`src/design/swm_pkg.sv`:
```
package swm_pkg;

  localparam int WINDOW_MAX   = 64;
  localparam int SAMPLE_WIDTH = 32;

  localparam int WIN_W  = 7;
  localparam int POS_W  = 7;
  localparam int SLOT_W = (WINDOW_MAX > 1) ? $clog2(WINDOW_MAX) : 1;
  localparam int OCC_W  = $clog2(WINDOW_MAX + 1);
  localparam int ENTRY_W = SAMPLE_WIDTH + POS_W;

  typedef logic signed [SAMPLE_WIDTH-1:0] sample_t;
  typedef logic [SLOT_W-1:0] slot_t;

  typedef struct packed {
    logic signed [SAMPLE_WIDTH-1:0] sample;
    logic                           start;
    logic [WIN_W-1:0]               win;
  } swm_item_t;

  typedef enum logic [1:0] {
    ST_IDLE,
    ST_CMP,
    ST_FRONT,
    ST_OUT
  } swm_state_e;

  function automatic slot_t prev_slot(slot_t s);
    slot_t r;
    if (s == '0) begin
      r = SLOT_W'(WINDOW_MAX - 1);
    end else begin
      r = s - SLOT_W'(1);
    end
    return r;
  endfunction

  function automatic slot_t next_slot(slot_t s);
    slot_t r;
    if (32'(s) + 1 >= WINDOW_MAX) begin
      r = '0;
    end else begin
      r = s + SLOT_W'(1);
    end
    return r;
  endfunction

endpackage

```
`src/design/swm_front.sv`:
```
module swm_front (
  input  logic                           clk_i,
  input  logic                           rst_ni,
  input  logic                           push_i,
  output logic                           full_o,
  input  swm_pkg::sample_t               sample_i,
  input  logic                           start_of_array_i,
  input  logic [swm_pkg::WIN_W-1:0]      window_size_i,
  output logic                           item_valid_o,
  output swm_pkg::swm_item_t             item_o,
  input  logic                           item_pop_i
);
  import swm_pkg::*;

  swm_item_t        buf_q [2];
  logic             wr_q, wr_d;
  logic             rd_q, rd_d;
  logic [1:0]       cnt_q, cnt_d;
  logic             do_push, do_pop;
  logic [WIN_W-1:0] win_eff;

  // zero means one, above the deque depth means the depth
  always_comb begin
    if (window_size_i == '0) begin
      win_eff = WIN_W'(1);
    end else if (32'(window_size_i) > WINDOW_MAX) begin
      win_eff = WIN_W'(WINDOW_MAX);
    end else begin
      win_eff = window_size_i;
    end
  end

  assign full_o       = (cnt_q == 2'd2);
  assign item_valid_o = (cnt_q != 2'd0);
  assign item_o       = buf_q[rd_q];
  assign do_push      = push_i && !full_o;
  assign do_pop       = item_pop_i && item_valid_o;

  always_comb begin
    wr_d  = do_push ? !wr_q : wr_q;
    rd_d  = do_pop ? !rd_q : rd_q;
    cnt_d = cnt_q + 2'(do_push) - 2'(do_pop);
  end

  always_ff @(posedge clk_i) begin
    if (do_push) begin
      buf_q[wr_q] <= '{sample: sample_i, start: start_of_array_i, win: win_eff};
    end
  end

  always_ff @(posedge clk_i or negedge rst_ni) begin
    if (!rst_ni) begin
      wr_q  <= 1'b0;
      rd_q  <= 1'b0;
      cnt_q <= 2'd0;
    end else begin
      wr_q  <= wr_d;
      rd_q  <= rd_d;
      cnt_q <= cnt_d;
    end
  end

endmodule

```
`config.mk`:
```
export PLATFORM = sky130hd
export DESIGN_NAME = swm_front
export DESIGN_NICKNAME = d
export VERILOG_FILES = /design/src/design/swm_pkg.sv /design/src/design/swm_front.sv
export SDC_FILE = /design/constraint.sdc
export NUM_CORES = 1
export LEC_CHECK = 0
export ABC_CLOCK_PERIOD_IN_PS = 3900
export BUFFER_PORTS_ARGS = -buffer_cell sky130_fd_sc_hd__clkbuf_2
export CAP_MARGIN = 20
export CORE_UTILIZATION = 50
export DETAILED_ROUTE_END_ITERATION = 12
export PLACE_DENSITY_LB_ADDON = 0.08
export SLEW_MARGIN = 25
export SYNTH_ARGS = -nofsm -noshare
export SYNTH_HDL_FRONTEND = slang
export SYNTH_SLANG_ARGS = --single-unit
export TNS_END_PERCENT = 50
```
`constraint.sdc`:
```
create_clock -name clk_i -period 3.9 [get_ports clk_i]
set_input_delay 0.585 -clock clk_i [delete_from_list [all_inputs] [get_ports clk_i]]
set_output_delay 0.585 -clock clk_i [all_outputs]
set_load 0.03 [all_outputs]
```
# After elaboration in Yosys (flattened, before gate mapping)
# Memory sizes are Yosys's and may differ from the RTL's.
# Cells that the tools add are included.
[totals]
reg_bits = 4
mem_bits_rw = 80
inputBits = 44
out_inout_bits = 42
elab_cells = 19
mem_count = 1
[mem_list]
columns = ["name", "depth", "width", "rd", "rd_ports_with_merged_regs", "wr", "line_no", "source"]
rows = [
  ["buf_q", 2, 40, 1, 0, 1, "swm_front.sv:15", "swm_item_t buf_q [2];"],
]
[op_classes]
add_sub_neg = 2
n_lt_le_gt_ge = 1
n_eq_ne = 1
mux = 4
reduce_logical = 7
[op_table]
columns = ["operator", "n"]
rows = [
  ["$mux 7", 2],
  ["$gt 7x7->1 const B", 1],
  ["$logic_not 7->1", 1],
  ["$logic_not 1->1", 3],
  ["$add 2x1->2", 1],
  ["$eq 2x2->1 const B", 1],
  ["$logic_and 1x1->1", 2],
  ["$mux 1", 2],
  ["$reduce_bool 2->1", 1],
  ["$sub 2x1->2", 1],
]

# Logic depth before layout (Yosys ltp)
[depth]
depth_word = 5
mapped_depth = 7
ltp_nobuf = 7

# Worst setup path after synthesis
# No wires, ideal clock.
[synth_timing]
path_kind = "input port to flip-flop"
from = "input port push_i"
to = "memory buf_q[0][0] in the netlist's numbering (enable)"
setup_ns = 0.437
t_arrival_ns = 2.364
required_ns = 3.463
slack_ns = 1.098
path_stages = 2
n_path_buf = 0
path_cell_list = "nand2_1 -> nor2_1"
[synth_via]
elab_chain_cells = 3
[synth_rtl]
columns = ["item", "line_no", "source"]
rows = [
  ["start, declared", "swm_front.sv:4", "input logic push_i,"],
  ["$logic_and 1x1->1", "swm_front.sv:36", "assign do_push = push_i && !full_o;"],
  ["$mux 1", "swm_front.sv:46", "if (do_push) begin"],
  ["$mux 1 (implied by the code)", "swm_front.sv:47", "buf_q[wr_q] <= '{sample: sample_i, start: start_of_array_i, win: win_eff};"],
  ["end, declared", "swm_front.sv:15", ""],
]
# No other way between the ends.

==> out/metrics.csv <==
stage;metric;value;unit
placed_design;port buffer count;85;
final_layout;Diodes inserted;0;
placed_design;setup slack at placement;1.46;ns
logic_synthesis;Seq/Total Area, Yosys;0.755;
clock_network;Hold-fix buffers, CTS;0;
power;P_leak;1.67;nW
placed_design;Placer Congestion;0.686;
timing;minimum clock period;2.76;ns
timing;RSZ-0062 raised after global routing;no;
final_layout;Post-Layout Cell Count;326;
placed_design;cell total after placement;311;
floorplanning;Starting Density;0.519;
timing;setup slack after layout;1.14;ns
route;drt first pass iters;4;
timing;Worst Tran Pin Value;0.928;ns
logic_synthesis;FF+latch count, synth;84;
worst_setup_path;Critical Path RT;3.31;ns
min_path;Hold Path Class;input port to async pin;
route;DRC Markers;0;
timing;Max Freq;0.363;GHz
route;final wirelength;5.12;mm
clock_network;clock sink count;84;
placed_design;post-DP HPWL;3.61;mm
final_layout;Layout area overhead;21.5;%
flow_run;max-cap violations;0;
timing;Worst Skew;0.0115;ns
clock_network;Reg clk slew, reported paths;0.08;ns
clock_network;Post-CTS Resized;0;
clock_network;clock latency on the worst-skew pair;0.33;ns
worst_setup_path;Worst Setup SP;rd_q;
logic_synthesis;Synth Instances;153;
clock_network;Post-CTS Setup Inserts;0;
route;wire per inst;15.7;µm
power;peak supply drop;0.000449;V
grt;vias in the first global route;1728;
grt;largest net degree at the start of global routing;41;
timing;Slew headroom;0.381;
logic_synthesis;Mapped Nets;199;
timing;final setup fails;0;
logic_synthesis;post-synth cell types;19;
timing;Hold Fails Final Rpt;0;
logic_synthesis;synth warn;0;
worst_setup_path;flop-to-flop setup slack;2.15;ns
grt;initial antenna violation count;0;
worst_setup_path;crit path DAT;2.17;ns
route;Final ANT Viol Nets;0;
route;drt initial violations;90;
power;PwrDens;809;mW/mm²
grt;grt total ovfl;0;
logic_synthesis;post-synth design cell area;0.00331;mm²
floorplanning;die height;83.4;µm
floorplanning;width of the die;83.4;µm
worst_setup_path;CP max FO;26;
worst_setup_path;R2R Path Start;cnt_q[1];
grt;first-pass GRT wire length;8.31;mm
clock_network;cts bufs inserted;9;
worst_setup_path;CP Capture Type;output pin;
clock_network;H-tree levels;3;
outcome;status;completed;
timing;Fin Setup TNS;0;ns
clock_network;clk buf depth;2;
clock_network;CTS root buffer;clkbuf_8;
worst_setup_path;CP startpoint kind;flop;
grt;Global Route Usage Sum;0.161;
floorplanning;I/O pin total;86;
timing;Final period util;0.707;
final_layout;Layout fillers;472;
logic_synthesis;Post-Syn Area per Cell;21.7;µm²
route;vias after detailed routing;1622;
final_layout;# nets final;291;
worst_setup_path;kind of critical path;flop to output pin;
floorplanning;num rows;29;
timing;Slew Limit Fails;0;
floorplanning;Die ar.;0.00696;mm²
floorplanning;Core Area;0.00639;mm²
clock_network;CTS tree;built;
route;Vias/cell;4.98;
final_layout;fraction of layout cells with a size suffix above 1;0.582;
[logic make-up (layout without fill, tap and decap cells)]
family / count (synthesis) / after routing / share of synthesized area
AOI/OAI and AO/OA: 1 / 1 / 0.00151
and+or+nand+nor: 14 / 14 / 0.0245
DFF: 84 / 84 / 0.755
muxes: 40 / 40 / 0.180
xor gates and xnor gates: 4 / 4 / 0.0106
buffers and inverters: 8 / 104 / 0.0204
adders and majority gates: 2 / 2 / 0.00755
[critical path, stage by stage, from the launching register on]
cell	delay, ns
dfrtp_2	0.89
buf_4	0.43
mux2_4	0.33
clkbuf_2	0.18
[synthesized netlist by cell type, drive strengths merged]
cell type | count | share of area
inv | 2 | 0.0023
xor2 | 1 | 0.0026
nor3 | 1 | 0.0015
nor2b | 5 | 0.0094
nand2b | 1 | 0.0019
nor2 | 3 | 0.0034
mux2 | 40 | 0.18
dfrtp | 4 | 0.030
ha | 2 | 0.0076
or2 | 1 | 0.0026
a21oi | 1 | 0.0015
clkbuf | 1 | 0.0011
buf | 5 | 0.017
nand2 | 1 | 0.0011
edfxtp | 80 | 0.73
and3 | 1 | 0.0019
xnor2 | 3 | 0.0079
and2 | 1 | 0.0026
[cells in the final DEF (no fill, tap or decap), types with 2 or more instances in the layout]
| cell type | Yosys | routed |
|---|---|---|
| bufinv_16 | 0 | 2 |
| dfrtp_1 | 4 | 3 |
| clkbuf_8 | 0 | 9 |
| xnor2_1 | 3 | 3 |
| clkbuf_2 | 0 | 85 |
| mux2_4 | 39 | 39 |
| ha_1 | 2 | 2 |
| nor2b_1 | 5 | 5 |
| nor2_1 | 3 | 2 |
| inv_1 | 2 | 2 |
| edfxtp_1 | 80 | 80 |
[routing by layer]
metal / vias to the layer above / track usage / share of wire
met2: 52 / 0.282 / 0.52
li1: 767 / - / -
met5: - / 0 / 0
met3: 8 / 0.0507 / 0.056
met1: 795 / 0.177 / 0.41
met4: 0 / 0.0752 / 0.014
[power breakdown]
group / leakage, nW / switching, mW / internal (mW)
logic: 0.771 / 0.731 / 0.527
registers: 0.791 / 0.131 / 1.24
clock network: 0.104 / 0.273 / 0.355
total: 1.67 / 1.13 / 2.12
[state kept, by name, indices dropped and copies added, names as in the netlist]
register,flops
rd_q,1
wr_q,1
cnt_q,2
buf_q,80
[worst paths after layout]
| path | cells after the start | end |
|---|---|---|
| hold / removal | 1 | wr_q |
| setup reg to reg | 2 | buf_q[1][3] |
| max in group asynchronous | 1 | rd_q |
| min in group clk_i | 1 | buf_q[0][33] |
| setup / recovery | 3 | item_o[17] |
| hold reg to reg | 1 | cnt_q[1] |
[final cells by class]
type	instances	area (µm²)	area share
multi-input cells	61	752	0.187
flip-flops and latches	84	2500	0.622
clock inverters	5	77.6	0.0193
well taps	77	96.3	0.0239
repair buffers	87	460	0.114
inverters	2	7.51	0.00187
clock buffers	10	128	0.0317
[stage by stage]
step	power, mW	utilization	cell area [µm²]	hold slack (ns)
after floorplan	2.38	-	3310	0.289
after global placement	2.61	0.594	3790	0.391
after detailed placement	2.67	0.598	3820	0.399
after CTS	3.30	0.630	4030	0.0249
after global routing	3.41	0.630	4030	0.0294
final	3.26	0.630	4030	0.0424
No activity file was read; power rests on OpenSTA's default activity.
